[src/rtl/rlcs_pkg.sv]
// shared constants, types and helpers of the rgb led chain serializer
package rlcs_pkg;

   localparam int PIXELS = 16;
   localparam int PIX_W  = $clog2(PIXELS);
   localparam int ROW_W  = 24;

   // item function codes
   localparam logic [1:0] FUNC_TICK  = 2'd0;
   localparam logic [1:0] FUNC_SET   = 2'd1;
   localparam logic [1:0] FUNC_START = 2'd2;

   // register indexes
   localparam logic [2:0] REG_ONE_HIGH  = 3'd0;
   localparam logic [2:0] REG_ZERO_HIGH = 3'd1;
   localparam logic [2:0] REG_BIT_TICKS = 3'd2;
   localparam logic [2:0] REG_LATCH     = 3'd3;
   localparam logic [2:0] REG_PIX_COUNT = 3'd4;

   localparam logic [7:0]  ONE_HIGH_RST  = 8'd13;
   localparam logic [7:0]  ZERO_HIGH_RST = 8'd6;
   localparam logic [7:0]  BIT_TICKS_RST = 8'd20;
   localparam logic [15:0] LATCH_RST     = 16'd800;
   localparam logic [4:0]  PIX_COUNT_RST = 5'd15;

   // color order within a row: green, red, blue
   localparam logic [1:0] COL_GREEN = 2'd0;
   localparam logic [1:0] COL_RED   = 2'd1;
   localparam logic [1:0] COL_BLUE  = 2'd2;

   typedef struct packed {
      logic [7:0]  one_high;
      logic [7:0]  zero_high;
      logic [7:0]  bit_ticks;
      logic [15:0] latch;
      logic [4:0]  pixel_count;
   } cfg_type;

   typedef struct packed {
      logic             en;
      logic [PIX_W-1:0] addr;
      logic [ROW_W-1:0] row;
   } wr_type;

   typedef struct packed {
      logic line_level;
      logic busy_res;
   } rsp_data_type;

   // pixel_count limited to the store size
   function automatic logic [4:0] active_pixels(input logic [4:0] count);
      logic [4:0] lim;
      lim = 5'(PIXELS);
      return (count < lim) ? count : lim;
   endfunction

   function automatic logic [7:0] row_byte(input logic [ROW_W-1:0] row,
                                           input logic [1:0] col);
      logic [7:0] b;
      case (col)
         COL_GREEN: b = row[23:16];
         COL_RED:   b = row[15:8];
         default:   b = row[7:0];
      endcase
      return b;
   endfunction

endpackage

[src/rtl/rlcs_req_if.sv]
// request channel: one item per beat
interface rlcs_req_if;
   logic       valid;
   logic       ready;
   logic [1:0] func;
   logic [7:0] pixel;
   logic [7:0] red;
   logic [7:0] green;
   logic [7:0] blue;

   modport source (output valid, func, pixel, red, green, blue, input ready);
   modport sink   (input valid, func, pixel, red, green, blue, output ready);
endinterface

[src/rtl/rlcs_rsp_if.sv]
// response channel: one result per beat
interface rlcs_rsp_if;
   logic valid;
   logic ready;
   logic line_level;
   logic busy_res;

   modport source (output valid, line_level, busy_res, input ready);
   modport sink   (input valid, line_level, busy_res, output ready);
endinterface

[src/rtl/rlcs_store.sv]
// pixel color store: one green/red/blue row per pixel
module rlcs_store
   import rlcs_pkg::*;
(
   input  logic             clock,
   input  logic             reset,
   input  wr_type           wr,
   input  logic [PIX_W-1:0] rd_addr,
   output logic [ROW_W-1:0] rd_row
);

   logic [ROW_W-1:0] rows_ff [PIXELS];

   always_ff @(posedge clock) begin
      if (reset) begin
         for (int i = 0; i < PIXELS; i++) begin
            rows_ff[i] <= '0;
         end
      end else if (wr.en) begin
         rows_ff[wr.addr] <= wr.row;
      end
   end

   assign rd_row = rows_ff[rd_addr];

endmodule

[src/rtl/rlcs_engine.sv]
// frame sequencer and bit timing of the serial line
module rlcs_engine
   import rlcs_pkg::*;
(
   input  logic             clock,
   input  logic             reset,
   input  logic             tick,
   input  logic             start,
   input  cfg_type          cfg,
   output logic [PIX_W-1:0] rd_addr,
   input  logic [ROW_W-1:0] rd_row,
   output logic             tick_level,
   output logic             cur_level,
   output logic             busy
);

   logic             sending_ff, sending_in;
   logic             pending_ff, pending_in;
   logic [15:0]      gap_ff, gap_in;
   logic [7:0]       tick_ff, tick_in;
   logic [2:0]       bit_ff, bit_in;
   logic [PIX_W-1:0] pix_ff, pix_in;
   logic [1:0]       col_ff, col_in;
   logic [7:0]       shift_ff, shift_in;

   logic [4:0]       active;
   logic             start_frame;
   logic             run;
   logic [7:0]       w_shift;
   logic [7:0]       span;
   logic [8:0]       tick_next;
   logic [6:0]       next_byte;
   logic [6:0]       byte_lim;
   logic [PIX_W-1:0] pix_adv;
   logic [1:0]       col_adv;

   assign active = active_pixels(cfg.pixel_count);
   assign start_frame = tick && !sending_ff && (gap_ff == '0) && pending_ff
                        && (active != '0);
   assign span = (cfg.bit_ticks == '0) ? 8'd1 : cfg.bit_ticks;
   assign cur_level = sending_ff &&
                      (tick_ff < (shift_ff[7] ? cfg.one_high : cfg.zero_high));

   // position of the byte after the current one
   assign col_adv = (col_ff == COL_BLUE) ? COL_GREEN : col_ff + 2'd1;
   assign pix_adv = (col_ff == COL_BLUE) ? pix_ff + PIX_W'(1) : pix_ff;
   assign next_byte = 7'({pix_ff, 1'b0}) + 7'(pix_ff) + 7'(col_ff) + 7'd1;
   assign byte_lim = 7'({active, 1'b0}) + 7'(active);

   // a new frame always reads row zero; a frame never starts and ends a byte at once
   assign rd_addr = start_frame ? '0 : pix_adv;

   always_comb begin
      sending_in = sending_ff;
      pending_in = pending_ff | start;
      gap_in     = gap_ff;
      tick_in    = tick_ff;
      bit_in     = bit_ff;
      pix_in     = pix_ff;
      col_in     = col_ff;
      shift_in   = shift_ff;
      run        = 1'b0;
      w_shift    = shift_ff;
      tick_level = 1'b0;
      tick_next  = {1'b0, tick_ff} + 9'd1;

      if (tick) begin
         if (sending_ff) begin
            run = 1'b1;
         end else if (gap_ff != '0) begin
            gap_in = gap_ff - 16'd1;
         end else if (pending_ff) begin
            pending_in = 1'b0;
            if (active == '0) begin
               gap_in = cfg.latch;
            end else begin
               run        = 1'b1;
               sending_in = 1'b1;
               w_shift    = row_byte(rd_row, COL_GREEN);
            end
         end
      end

      if (run) begin
         tick_level = tick_ff < (w_shift[7] ? cfg.one_high : cfg.zero_high);
         if (tick_next < {1'b0, span}) begin
            tick_in  = tick_next[7:0];
            shift_in = w_shift;
         end else begin
            tick_in  = '0;
            shift_in = {w_shift[6:0], 1'b0};
            if (bit_ff != 3'd7) begin
               bit_in = bit_ff + 3'd1;
            end else begin
               bit_in = '0;
               if (next_byte >= byte_lim) begin
                  sending_in = 1'b0;
                  pix_in     = '0;
                  col_in     = COL_GREEN;
                  gap_in     = cfg.latch;
               end else begin
                  pix_in   = pix_adv;
                  col_in   = col_adv;
                  shift_in = row_byte(rd_row, col_adv);
               end
            end
         end
      end
   end

   assign busy = sending_in || pending_in || (gap_in != '0);

   always_ff @(posedge clock) begin
      if (reset) begin
         sending_ff <= 1'b0;
         pending_ff <= 1'b0;
         gap_ff     <= '0;
         tick_ff    <= '0;
         bit_ff     <= '0;
         pix_ff     <= '0;
         col_ff     <= COL_GREEN;
         shift_ff   <= '0;
      end else begin
         sending_ff <= sending_in;
         pending_ff <= pending_in;
         gap_ff     <= gap_in;
         tick_ff    <= tick_in;
         bit_ff     <= bit_in;
         pix_ff     <= pix_in;
         col_ff     <= col_in;
         shift_ff   <= shift_in;
      end
   end

`ifndef SYNTHESIS
   a_no_gap_while_sending: assert property (@(posedge clock) disable iff (reset)
      sending_ff |-> gap_ff == '0)
      else $error("latch gap counting during a frame");

   a_idle_position_cleared: assert property (@(posedge clock) disable iff (reset)
      !sending_ff |-> (tick_ff == '0 && bit_ff == '0 && pix_ff == '0
                       && col_ff == COL_GREEN))
      else $error("bit position not cleared outside a frame");

   a_frame_needs_request: assert property (@(posedge clock) disable iff (reset)
      $rose(sending_ff) |-> $past(pending_ff) && !pending_ff)
      else $error("frame began without a pending start");
`endif

endmodule

[src/rtl/rgb_led_chain_serializer.sv]
// Single-wire RGB pixel chain driver. Every request beat is handled in the
// clock cycle it is accepted: a tick advances the line waveform by one time
// unit, a set writes a pixel row, a start requests a frame, and each beat
// yields exactly one response beat with the line level and the busy flag.
// One item is taken per clock while the response buffer is not full; the
// limit is the single pass through the bit-timing and sequencing logic,
// which reads the 16-row color register file combinationally. Responses wait
// in a two-entry buffer, so requests keep flowing while one response is held
// back. Registers may be written whenever no beat is in flight.
module rgb_led_chain_serializer
   import rlcs_pkg::*;
(
   input  logic        clock,
   input  logic        reset,
   rlcs_req_if.sink    req_chan,
   rlcs_rsp_if.source  rsp_chan,
   input  logic        csr_we,
   input  logic [2:0]  csr_index,
   input  logic [15:0] csr_wdata
);

   cfg_type          cfg_ff;
   wr_type           wr;
   logic             req_fire;
   logic             rsp_fire;
   logic             is_tick;
   logic             is_start;
   logic [PIX_W-1:0] rd_addr;
   logic [ROW_W-1:0] rd_row;
   logic             tick_level;
   logic             cur_level;
   logic             busy;
   rsp_data_type     new_rsp;

   logic [1:0]       cnt_ff, cnt_in;
   rsp_data_type     slot0_ff, slot0_in;
   rsp_data_type     slot1_ff, slot1_in;

   // control registers
   always_ff @(posedge clock) begin
      if (reset) begin
         cfg_ff.one_high    <= ONE_HIGH_RST;
         cfg_ff.zero_high   <= ZERO_HIGH_RST;
         cfg_ff.bit_ticks   <= BIT_TICKS_RST;
         cfg_ff.latch       <= LATCH_RST;
         cfg_ff.pixel_count <= PIX_COUNT_RST;
      end else if (csr_we) begin
         case (csr_index)
            REG_ONE_HIGH:  cfg_ff.one_high    <= csr_wdata[7:0];
            REG_ZERO_HIGH: cfg_ff.zero_high   <= csr_wdata[7:0];
            REG_BIT_TICKS: cfg_ff.bit_ticks   <= csr_wdata[7:0];
            REG_LATCH:     cfg_ff.latch       <= csr_wdata;
            REG_PIX_COUNT: cfg_ff.pixel_count <= csr_wdata[4:0];
            default: ;
         endcase
      end
   end

   assign req_chan.ready = (cnt_ff != 2'd2);
   assign req_fire = req_chan.valid && req_chan.ready;
   assign is_tick  = req_fire && (req_chan.func == FUNC_TICK);
   assign is_start = req_fire && (req_chan.func == FUNC_START);

   assign wr.en   = req_fire && (req_chan.func == FUNC_SET)
                    && (req_chan.pixel < {3'b000, active_pixels(cfg_ff.pixel_count)});
   assign wr.addr = req_chan.pixel[PIX_W-1:0];
   assign wr.row  = {req_chan.green, req_chan.red, req_chan.blue};

   rlcs_store u_store (
      .clock   (clock),
      .reset   (reset),
      .wr      (wr),
      .rd_addr (rd_addr),
      .rd_row  (rd_row)
   );

   rlcs_engine u_engine (
      .clock      (clock),
      .reset      (reset),
      .tick       (is_tick),
      .start      (is_start),
      .cfg        (cfg_ff),
      .rd_addr    (rd_addr),
      .rd_row     (rd_row),
      .tick_level (tick_level),
      .cur_level  (cur_level),
      .busy       (busy)
   );

   assign new_rsp.line_level = is_tick ? tick_level : cur_level;
   assign new_rsp.busy_res   = busy;

   // two-entry response buffer, slot0 is the head
   assign rsp_fire = rsp_chan.valid && rsp_chan.ready;

   always_comb begin
      cnt_in   = cnt_ff + {1'b0, req_fire} - {1'b0, rsp_fire};
      slot0_in = slot0_ff;
      slot1_in = slot1_ff;
      if (rsp_fire) begin
         if (cnt_ff == 2'd2) begin
            slot0_in = slot1_ff;
         end else begin
            slot0_in = new_rsp;
         end
      end else if (cnt_ff == 2'd0) begin
         slot0_in = new_rsp;
      end
      if (req_fire && (((cnt_ff == 2'd1) && !rsp_fire) ||
                       ((cnt_ff == 2'd2) && rsp_fire))) begin
         slot1_in = new_rsp;
      end
   end

   always_ff @(posedge clock) begin
      if (reset) begin
         cnt_ff <= '0;
      end else begin
         cnt_ff <= cnt_in;
      end
   end

   always_ff @(posedge clock) begin
      slot0_ff <= slot0_in;
      slot1_ff <= slot1_in;
   end

   assign rsp_chan.valid      = (cnt_ff != 2'd0);
   assign rsp_chan.line_level = slot0_ff.line_level;
   assign rsp_chan.busy_res   = slot0_ff.busy_res;

`ifndef SYNTHESIS
   a_buffer_bound: assert property (@(posedge clock) disable iff (reset)
      cnt_ff != 2'd3)
      else $error("response buffer overfilled");

   a_drain_order: assert property (@(posedge clock) disable iff (reset)
      (cnt_ff == 2'd2 && rsp_fire) |=> slot0_ff == $past(slot1_ff))
      else $error("response buffer lost its order");

   a_no_take_when_full: assert property (@(posedge clock) disable iff (reset)
      cnt_ff == 2'd2 |-> !req_fire)
      else $error("request taken with no room for its response");
`endif

endmodule
[src/flat_wrapper.sv]
// flat-port wrapper written by rule: the top's interface ports become plain ports
module rgb_led_chain_serializer_flat import rlcs_pkg::*;
  (clock, reset, csr_we, csr_index, csr_wdata, req_chan_valid, req_chan_func, req_chan_pixel, req_chan_red, req_chan_green, req_chan_blue, req_chan_ready, rsp_chan_valid, rsp_chan_line_level, rsp_chan_busy_res, rsp_chan_ready);
  rlcs_req_if req_chan_i ();
  rlcs_rsp_if rsp_chan_i ();
  input  logic clock;
  input  logic reset;
  input  logic csr_we;
  input  logic [2:0] csr_index;
  input  logic [15:0] csr_wdata;
  input wire logic [$bits(req_chan_i.valid)-1:0] req_chan_valid;
  input wire logic [$bits(req_chan_i.func)-1:0] req_chan_func;
  input wire logic [$bits(req_chan_i.pixel)-1:0] req_chan_pixel;
  input wire logic [$bits(req_chan_i.red)-1:0] req_chan_red;
  input wire logic [$bits(req_chan_i.green)-1:0] req_chan_green;
  input wire logic [$bits(req_chan_i.blue)-1:0] req_chan_blue;
  output wire logic [$bits(req_chan_i.ready)-1:0] req_chan_ready;
  output wire logic [$bits(rsp_chan_i.valid)-1:0] rsp_chan_valid;
  output wire logic [$bits(rsp_chan_i.line_level)-1:0] rsp_chan_line_level;
  output wire logic [$bits(rsp_chan_i.busy_res)-1:0] rsp_chan_busy_res;
  input wire logic [$bits(rsp_chan_i.ready)-1:0] rsp_chan_ready;
  assign req_chan_i.valid = req_chan_valid;
  assign req_chan_i.func = req_chan_func;
  assign req_chan_i.pixel = req_chan_pixel;
  assign req_chan_i.red = req_chan_red;
  assign req_chan_i.green = req_chan_green;
  assign req_chan_i.blue = req_chan_blue;
  assign req_chan_ready = req_chan_i.ready;
  assign rsp_chan_valid = rsp_chan_i.valid;
  assign rsp_chan_line_level = rsp_chan_i.line_level;
  assign rsp_chan_busy_res = rsp_chan_i.busy_res;
  assign rsp_chan_i.ready = rsp_chan_ready;
  rgb_led_chain_serializer u_core (.clock(clock), .reset(reset), .req_chan(req_chan_i), .rsp_chan(rsp_chan_i), .csr_we(csr_we), .csr_index(csr_index), .csr_wdata(csr_wdata));
endmodule
[config.mk]
export PLATFORM = sky130hd
export DESIGN_NAME = rgb_led_chain_serializer_flat
export DESIGN_NICKNAME = d
export VERILOG_FILES = /design/src/rtl/rlcs_pkg.sv /design/src/rtl/rlcs_req_if.sv /design/src/rtl/rlcs_rsp_if.sv /design/src/rtl/rlcs_store.sv /design/src/rtl/rlcs_engine.sv /design/src/rtl/rgb_led_chain_serializer.sv /design/src/flat_wrapper.sv
export SDC_FILE = /design/constraint.sdc
export NUM_CORES = 1
export LEC_CHECK = 0
export ABC_AREA = 1
export BUFFER_PORTS_ARGS = -buffer_cell sky130_fd_sc_hd__buf_4
export CAP_MARGIN = 20
export CORE_ASPECT_RATIO = 0.7
export CORE_MARGIN = 2
export CORE_UTILIZATION = 55
export DETAILED_ROUTE_END_ITERATION = 8
export GPL_TIMING_DRIVEN = 0
export HOLD_SLACK_MARGIN = 0.15
export PLACE_DENSITY = 0.74
export SYNTH_ARGS = -nofsm -noshare
export SYNTH_HDL_FRONTEND = slang
export SYNTH_SLANG_ARGS = --single-unit
[constraint.sdc]
create_clock -name clock -period 7.13 [get_ports clock]
set_clock_uncertainty 0.05 [all_clocks]
set_input_delay 0.3565 -clock clock [delete_from_list [all_inputs] [get_ports clock]]
set_output_delay 0.3565 -clock clock [all_outputs]
set_load 0.05 [all_outputs]
Word-level counts from Yosys, hierarchy flattened
Memory sizes are Yosys's and may differ from the RTL's.
Index checks and enable logic that the tools add are counted.
{"block": "classes", "n_addsub": 11, "n_reduce_logical": 39, "order_cmp": 6, "n_mux": 56, "eq_ne": 12, "bitwise_logic": 3}
{"operator": "$mux W16", "n": 9}
{"operator": "$mux W8", "n": 12}
{"operator": "$reduce_bool A16 Y1", "n": 2}
{"operator": "$mux W24", "n": 1}
{"operator": "$reduce_or A24 Y1", "n": 1}
{"operator": "$mux W1", "n": 22}
{"operator": "$logic_not A16 Y1", "n": 1}
{"operator": "$lt A8 B8 Y1", "n": 2}
{"operator": "$mux W4", "n": 4}
{"operator": "$pmux W8 S2", "n": 1}
{"operator": "$sub A16 B1 Y16 const B", "n": 1}
{"operator": "$logic_and A1 B1 Y1", "n": 14}
{"operator": "$reduce_and A2 Y1", "n": 6}
{"operator": "$mux W2", "n": 5}
{"operator": "$add A8 B1 Y9 const B", "n": 1}
{"operator": "$lt A9 B8 Y1", "n": 1}
{"operator": "$logic_not A8 Y1", "n": 1}
{"operator": "$lt A8 B5 Y1", "n": 1}
{"operator": "$add A6 B2 Y7", "n": 1}
{"operator": "$add A6 B5 Y7", "n": 1}
{"operator": "$add A7 B1 Y7 const B", "n": 1}
{"operator": "$ge A7 B7 Y1", "n": 1}
{"operator": "$add A5 B4 Y6", "n": 1}
{"operator": "$eq A2 B1 Y1 const B", "n": 3}
{"operator": "24 further kinds", "n": 34}
{"block": "totals", "memories": 1, "input_bits": 58, "register_bits": 94, "word_cells": 146, "out_inout_bits": 4, "ram_bits": 384}
{"memory": "u_core.u_store.rows_ff", "words": 16, "word_bits": 24, "rd": 1, "rd_ports_with_merged_regs": 0, "wr": 16, "line": "rlcs_store.sv:12", "rtl": "logic [ROW_W-1:0] rows_ff [PIXELS];"}

Depth between registers and ports, before layout
Gate-level depths: netlist of the first run.
An unclocked memory read counts as a cell.
{"block": "logic_depth", "word_depth": 20, "depth_mapped": 29, "ltp_nobuf": 28}

Cells and area by module
A second synthesis of the first run with hierarchy kept.
{"block": "unflattened", "hier_cells": 3072, "area_unflattened_um2": 25077.8}
{"mod": "rlcs_store", "cells_each": 2059, "seq_area_each_um2": 11531.1, "n_inst": 1, "area_per_inst_um2": 18486.5}
{"mod": "rlcs_engine", "cells_each": 743, "seq_area_each_um2": 860.8, "n_inst": 1, "area_per_inst_um2": 4489.3}
{"mod": "rgb_led_chain_serializer", "cells_each": 270, "seq_area_each_um2": 1061.0, "n_inst": 1, "area_per_inst_um2": 2102.0}

Worst setup path before layout of the first run
No wires, ideal clock.
{"block": "synth_path", "path_type": "register to register", "from": "register u_core.u_engine.pix_ff[0]", "to": "register u_core.slot0_ff (netlist bit u_core.rsp_chan.busy_res) (data pin)", "t_required_ns": 6.828, "path_buffers": 1, "arrival_time_ns": 3.205, "stages_incl_launch_ff": 19, "setup_slack_ns": 3.622, "period_less_slack_ns": 3.508, "setup_ns": 0.252, "path_cell_list": "dfxtp_1 > fa_1 > ha_1 > inv_1 > fa_1 > inv_1 > ha_1 > nand2_1 > o21ai_0 > nand4_1 > nand3_1 > nand3_4 > buf_6 > o21ai_0 > nand3_1 > nor2_1 > nand3_1 > nand2_1 > nand2_1"}
{"item": "start: declaration", "line": "rlcs_engine.sv:22", "rtl": "logic [PIX_W-1:0] pix_ff, pix_in;"}
{"item": "start signal: assignment", "line": "rlcs_engine.sv:129", "rtl": "pix_ff <= pix_in;"}
{"item": "end signal: assignment", "line": "rgb_led_chain_serializer.sv:124", "rtl": "slot0_ff <= slot0_in;"}
{"item": "end: declaration", "line": "rgb_led_chain_serializer.sv:36", "rtl": "rsp_data_type slot0_ff, slot0_in;"}

==> flow_summary.json, run 1 <==
{
  "dieWidth_um": 250,
  "io_pins": 62,
  "vias": 20300,
  "worst_pin_slew_ns": 1.11,
  "seq_area_um2": 13500,
  "wirelength_mm": 79.7,
  "globalplace.congestion": 0.979,
  "synth_top_family_by_area": "simple AND/OR/NAND/NOR gates",
  "multiInputGateArea_um2": 8380,
  "antennaDiodeCount": 0,
  "synth.most_common_cell": "nor2_1",
  "p_leak_nw": 10.6,
  "fin_util_pct": 63.8,
  "nFillCells": 3306,
  "max_clock_freq_mhz": 215,
  "die_h_um": 176,
  "cap_violations": 0,
  "cp_max_fo": 10,
  "h-tree-depth": 2,
  "fin_crit_sh_pct": 65.4,
  "synth.area.mux_share_pct": 0,
  "antenna_found_initial": 0,
  "synth_compound_area_share_pct": 11.5,
  "yosysTopAreaCell": "edfxtp_1",
  "min_period_ns": 4.66,
  "drtPass1Iterations": 6,
  "status": "finished clean",
  "hold_violations": 0,
  "synth_edf_count": 388,
  "ys_ff_latch": 478,
  "instances_no_fill": 3186,
  "overflow": 0,
  "cp.arrival_ns": 5.04,
  "synth.yosys.warnings": 0,
  "syn-num-nets": 2575,
  "crit_required_ns": 7.51,
  "criticalPathCategory": "reg -> reg",
  "drtAntennaViolNets": 0,
  "die-area_um2": 43900,
  "grt_pass1_vias": 19000,
  "globalRouteTotalUtil_pct": 36.0,
  "synth_area_um2": 23200,
  "drc": 0,
  "cp-start-kind": "flip-flop",
  "setup_viol": 0,
  "seq_area_frac_synth_pct": 57.9,
  "dp_hpwl_mm": 54.6,
  "synth_commonest_cells": "nor2_1, edfxtp_1, nand2_1",
  "synthSimpleGateAreaFrac_pct": 20.9,
  "synthArstFlopShare_pct": 0,
  "coreArea_um2": 41300,
  "cts_sinks": 478,
  "synthDistinctLibCells": 54,
  "ir_drop_v": 0.000225,
  "drive_above_1_share_pct": 9.92,
  "wl_per_cell_um": 25.0,
  "grt_max_degree": 25,
  "fin_nets": 2720,
  "rsz0062_at_grt": "no",
  "area_delta_synth_final_pct": 13.6,
  "synth_top_cell_area_share_pct": 50.2,
  "syn_inst": 2463,
  "netlist_top_cells_area": "edfxtp_1, nor2_1, dfxtp_1",
  "viasPerCell": 6.36,
  "post-cts-setup-buffers": 0,
  "cts_tree": "built",
  "fin_tns_setup_ns": 0,
  "io_buffers": 60,
  "synth_top_flop_cell": "edfxtp_1",
  "synth-adder-area-share_pct": 3.01,
  "insertion_delay_ns": 0.59,
  "slew_headroom_pct": 26.2,
  "clock-root-buffer": "clkbuf_16",
  "dpl.cell_count": 3074,
  "grt_pass1_wl_mm": 116,
  "cts_buffers": 46,
  "hp-class": "in -> reg",
  "final_max_slew_viol_count": 0,
  "yosys.area_share.xor_xnor_pct": 0.528,
  "drt_iter0_markers": 3603,
  "cp-end-kind": "flip-flop",
  "power_density_nw_per_um2": 254,
  "clock_path_buffers": 3,
  "start_util_pct": 56.2,
  "rows": 62,
  "avgSynthCellArea_um2": 9.43,
  "clk_pin_slew_ns": 0.07
}
==> metrics by stage <==
stage / power, mW / hold WS, ns / setup slack (ns) / cell area (um2)
3_3_place_gp: 4.15 / 0.405 / 2.54 / 24400
5_1_grt: 6.90 / 0.174 / 2.18 / 26400
4_1_cts: 6.65 / 0.151 / 2.65 / 26400
3_5_place_dp: 4.18 / 0.411 / 2.67 / 24600
2_1_floorplan: 3.88 / 0.386 / 3.62 / 23200
6_report: 6.70 / 0.145 / 2.47 / 26400
==> cell families (layout without fill, tap and decap cells) <==
kind of cell,Yosys count,count (layout)
AO/OA/AOI/OAI,420,420
XOR/XNOR,14,14
adder cells (fa/ha/maj),54,54
buffers and inverters,323,502
flip-flops,478,478
AND/OR/NAND/NOR,1174,1174
==> layout make-up <==
| cell class | instances | area share [%] |
|---|---|---|
| plain buffers | 162 | 3.05 |
| clock inverters | 23 | 0.977 |
| clock buffers | 59 | 4.75 |
| repair buffers | 97 | 3.58 |
| multi-input cells | 1662 | 31.8 |
| well taps | 544 | 2.58 |
| inverters | 161 | 2.29 |
| flip-flops and latches | 478 | 51.0 |
==> report_power, final <==
part | switching [mW] | internal, mW | leakage, nW
sequential | 0.0551 | 3.12 | 4.74
combinational | 0.665 | 0.311 | 5.11
clock | 1.09 | 1.45 | 0.743
total | 1.81 | 4.89 | 10.6
==> registers in the layout, summed over array words and instances (netlist names) <==
| name | cells |
|---|---|
| u_core.u_engine.col_ff | 2 |
| u_core.u_engine.tick_ff | 8 |
| u_core.u_engine.sending_ff | 1 |
| u_core.slot1_ff | 2 |
| u_core.u_store.rows_ff | 384 |
| u_core.cfg_ff | 45 |
| u_core.u_engine.pix_ff | 4 |
| u_core.rsp_chan.busy_res | 1 |
| u_core.u_engine.pending_ff | 1 |
| u_core.u_engine.gap_ff | 16 |
| u_core.u_engine.bit_ff | 3 |
| u_core.cnt_ff | 2 |
| u_core.rsp_chan.line_level | 1 |
| u_core.u_engine.shift_ff | 8 |
==> per-layer routing <==
metal	vias to the layer above	track usage, %	wire (um)
met3	273	12.6	13400
li1	8768	-	-
met4	4	15.6	3690
met1	9586	51.0	30700
met2	1647	49.9	31700
met5	-	1.87	126
==> cells in the final DEF (no fill, tap or decap), drive strengths merged, types with 2 or more instances in the layout <==
cell	Yosys	final
o2111ai	2	2
o21ai	140	140
xnor2	4	4
a22oi	11	11
nand3	169	169
nand4	12	12
a31oi	2	2
a21oi	106	106
nor3	18	18
buf	62	130
dlygate4sd3	0	29
bufinv	0	6
o22ai	9	9
o31ai	12	12
ha	51	51
a221oi	16	16
dfxtp	90	90
or2	20	20
o32ai	3	3
nand2	385	385
xor2	10	10
inv	161	163
edfxtp	388	388
o211ai	50	50
fa	3	3
clkbuf	100	159
nor2	567	567
nor4	2	2
o211a	2	2
a211oi	9	9
clkinv	0	15
o21bai	7	7
o221ai	46	46
==> worst max-delay path, stage by stage (launching register included) <==
cell and delay, ns:
dfxtp_1 0.43, inv_1 0.17, nand2_1 0.18, ha_1 0.17
nand2_1 0.04, nor2_1 0.16, nor2_1 0.12, nand3_1 0.17
nor2_4 0.07, nor2_2 0.49, inv_1 0.25, nand3_1 0.22
nand2_1 0.07, nand2_1 0.08, nand2_1 0.16, clkbuf_1 0.24
o21ai_0 0.25, ha_1 0.29, a21oi_1 0.17, o21ai_0 0.10
a211oi_1 0.17, nand2_1 0.09, nand2_1 0.21, nand2_1 0.09
nand2_1 0.07
==> path summary, 6_finish.rpt <==
path / from / endpoint / slack, ns / cells past startpoint
max: u_core.cfg_ff[4] / u_core.rsp_chan.line_level / 2.47 / 24
min reg2reg: u_core.cfg_ff[15] / u_core.cfg_ff[15] / 0.42 / 2
min: req_chan_red[7] / u_core.u_store.rows_ff[0][15] / 0.15 / 3
max reg2reg: u_core.cfg_ff[4] / u_core.rsp_chan.line_level / 2.47 / 24
==> repair_timing <==
action | in CTS | in global routing
endpoints found under the hold margin | 68 | 0
hold buffers | 29 | 0
resized for setup | 0 | 0
No activity file was read; power rests on OpenSTA's default activity.
==> run 2, diff against run 1 <==
==> constraint.sdc (replaced) <==
create_clock -name clock -period 4.4 [get_ports clock]
set_clock_uncertainty 0.05 [all_clocks]
set_input_delay 0.22 -clock clock [delete_from_list [all_inputs] [get_ports clock]]
set_output_delay 0.22 -clock clock [all_outputs]
set_load 0.05 [all_outputs]
==> run 2 against run 1 <==
Against the previous run: clock-buffer cell count did not move; sequential power is 62% higher; clock power increased by 62%; non-clock buffer count increased by 32; final area is 1.4% higher; critical path type unchanged; flip-flop and latch count is the same; critical endpoint is now u_core.u_store.rows_ff[14][2].
==> flow_summary.json, run 2 (synthesized netlist as in run 1, its figures left out) <==
{
  "min_period_ns": 4.29,
  "nFillCells": 3270,
  "power_density_nw_per_um2": 408,
  "globalRouteTotalUtil_pct": 36.2,
  "cts_sinks": 478,
  "final_cell_mix": "nor2_1, edfxtp_1, nand2_1, nand3_1, inv_1",
  "dp_hpwl_mm": 54.6,
  "dpl.cell_count": 3074,
  "cts_tree": "built",
  "overflow": 0,
  "ir_drop_v": 0.000366,
  "status": "finished clean",
  "hold_ws_ns": 0.189,
  "setup_viol": 0,
  "drc": 0,
  "fin_crit_sh_pct": 97.4,
  "cp_max_fo": 24,
  "die_h_um": 176,
  "cts_buffers": 46,
  "rsz0062_at_grt": "yes",
  "clock_path_buffers": 3,
  "clock-root-buffer": "clkbuf_16",
  "grt_pass1_wl_mm": 117,
  "power_frac_seq_pct": 47.2,
  "start_util_pct": 56.2,
  "fin_nets": 2753,
  "die-area_um2": 43900,
  "intPower_mw": 7.94,
  "p_comb_share_pct": 14.9,
  "drt_iter0_markers": 3498,
  "fin_tns_setup_ns": 0,
  "antennaDiodeCount": 0,
  "slew_headroom_pct": 25.4,
  "dieWidth_um": 250,
  "h-tree-depth": 2,
  "insertion_delay_ns": 0.59,
  "vias": 20400,
  "viasPerCell": 6.34,
  "top_register": "u_core.u_store.rows_ff",
  "cap_violations": 0,
  "final_max_slew_viol_count": 0,
  "fin_util_pct": 64.7,
  "wirelength_mm": 80.5,
  "mostFrequentLayoutCell": "nor2_1",
  "coreArea_um2": 41300,
  "antenna_found_initial": 0,
  "switching_share_pct": 27.2,
  "crit_required_ns": 4.54,
  "p_leak_nw": 10.7,
  "largestRegisters": "u_core.u_store.rows_ff: 384 flops, u_core.cfg_ff: 45 flops, u_core.u_engine.gap_ff: 16 flops",
  "area_delta_synth_final_pct": 15.2,
  "globalplace.congestion": 0.979,
  "rows": 62,
  "worst_pin_slew_ns": 1.12,
  "cp.arrival_ns": 4.42,
  "clockPowerShare_pct": 37.9,
  "grt_pass1_vias": 19200,
  "drtAntennaViolNets": 0,
  "hold_violations": 0,
  "max_clock_freq_mhz": 233,
  "finalPower_mw": 10.9,
  "drive_above_1_share_pct": 10.2,
  "hp-class": "in -> reg",
  "criticalPathCategory": "reg -> reg",
  "drtPass1Iterations": 6,
  "io_pins": 62,
  "io_buffers": 60,
  "largest_reg_flops": 384,
  "grt_max_degree": 25,
  "cp-start-kind": "flip-flop",
  "p_sw_mw": 2.97,
  "cp-end-kind": "flip-flop",
  "instances_no_fill": 3219,
  "clk_pin_slew_ns": 0.07,
  "wl_per_cell_um": 25.0
}
-- run 2: changes by cell type in the layout (fill, tap and decap cells not counted), moves of 3 or more --
cell and delta:
dlygate4sd3_1 +29, nand2_4 +3, o21ai_1 +3, buf_4 +3
o21ai_0 -3
-- run 2: area by class of cell --
cell class	count	area (um2)	area share, %
repair buffers	129	1260	4.70
well taps	544	681	2.55
multi-input cells	1663	8430	31.5
flip-flops and latches	478	13500	50.3
plain buffers	162	805	3.01
clock buffers	59	1250	4.68
inverters	161	604	2.26
clock inverters	23	258	0.964
-- run 2: power groups by stage --
stage	Clock [mW]	Sequential [mW]	Combinational, mW
after CTS	4.08	5.15	1.56
after floorplan	0	5.25	1.04
after detailed placement	0	5.25	1.52
after global routing	4.27	5.17	1.79
final	4.13	5.15	1.62
after global placement	0	5.25	1.48
-- run 2: final timing paths --
kind / from / end / slack [ns] / cells after the start
max: u_core.cfg_ff[4] / u_core.u_store.rows_ff[14][2] / 0.11 / 13
min: csr_we / u_core.cfg_ff[30] / 0.19 / 6
max reg2reg: u_core.cfg_ff[4] / u_core.u_store.rows_ff[14][2] / 0.11 / 13
min reg2reg: u_core.cfg_ff[15] / u_core.cfg_ff[15] / 0.42 / 2
-- run 2: stage by stage --
step,worst slack [ns],instance area (um2)
floorplan,0.892,23200
global placement,-0.195,24400
detailed placement,-0.0596,24600
CTS,0.0416,26700
global route,-0.0500,26700
finish,0.113,26700
-- run 2: timing repair --
| item | in CTS | in global routing |
|---|---|---|
| buffers inserted | 0 | 3 |
| endpoints found under the setup margin | 1 | 234 |
| endpoints found under the hold margin | 196 | 0 |
| hold buffers | 58 | 0 |
| pin swaps | 0 | 2 |
| resized for setup | 2 | 16 |
| gates cloned | 0 | 1 |
-- run 2: critical path, cell delays in order (launching register included) --
cell and delay, ns:
dfxtp_2 0.36, inv_2 0.13, nand2_1 0.13, ha_1 0.29, o21ai_0 0.07, inv_1 0.06, o211ai_1 0.16, nand2_1 0.07
nand2_1 0.06, nand4_1 0.21, nor3_1 0.44, nand2_1 0.46, clkbuf_1 0.52, nand2_2 0.89
-- run 2: routing by layer --
layer,share of wire [%],track usage [%]
met5,0.14,1.87
met4,4.5,15.8
met3,17,12.7
met2,40,50.4
met1,39,51.0
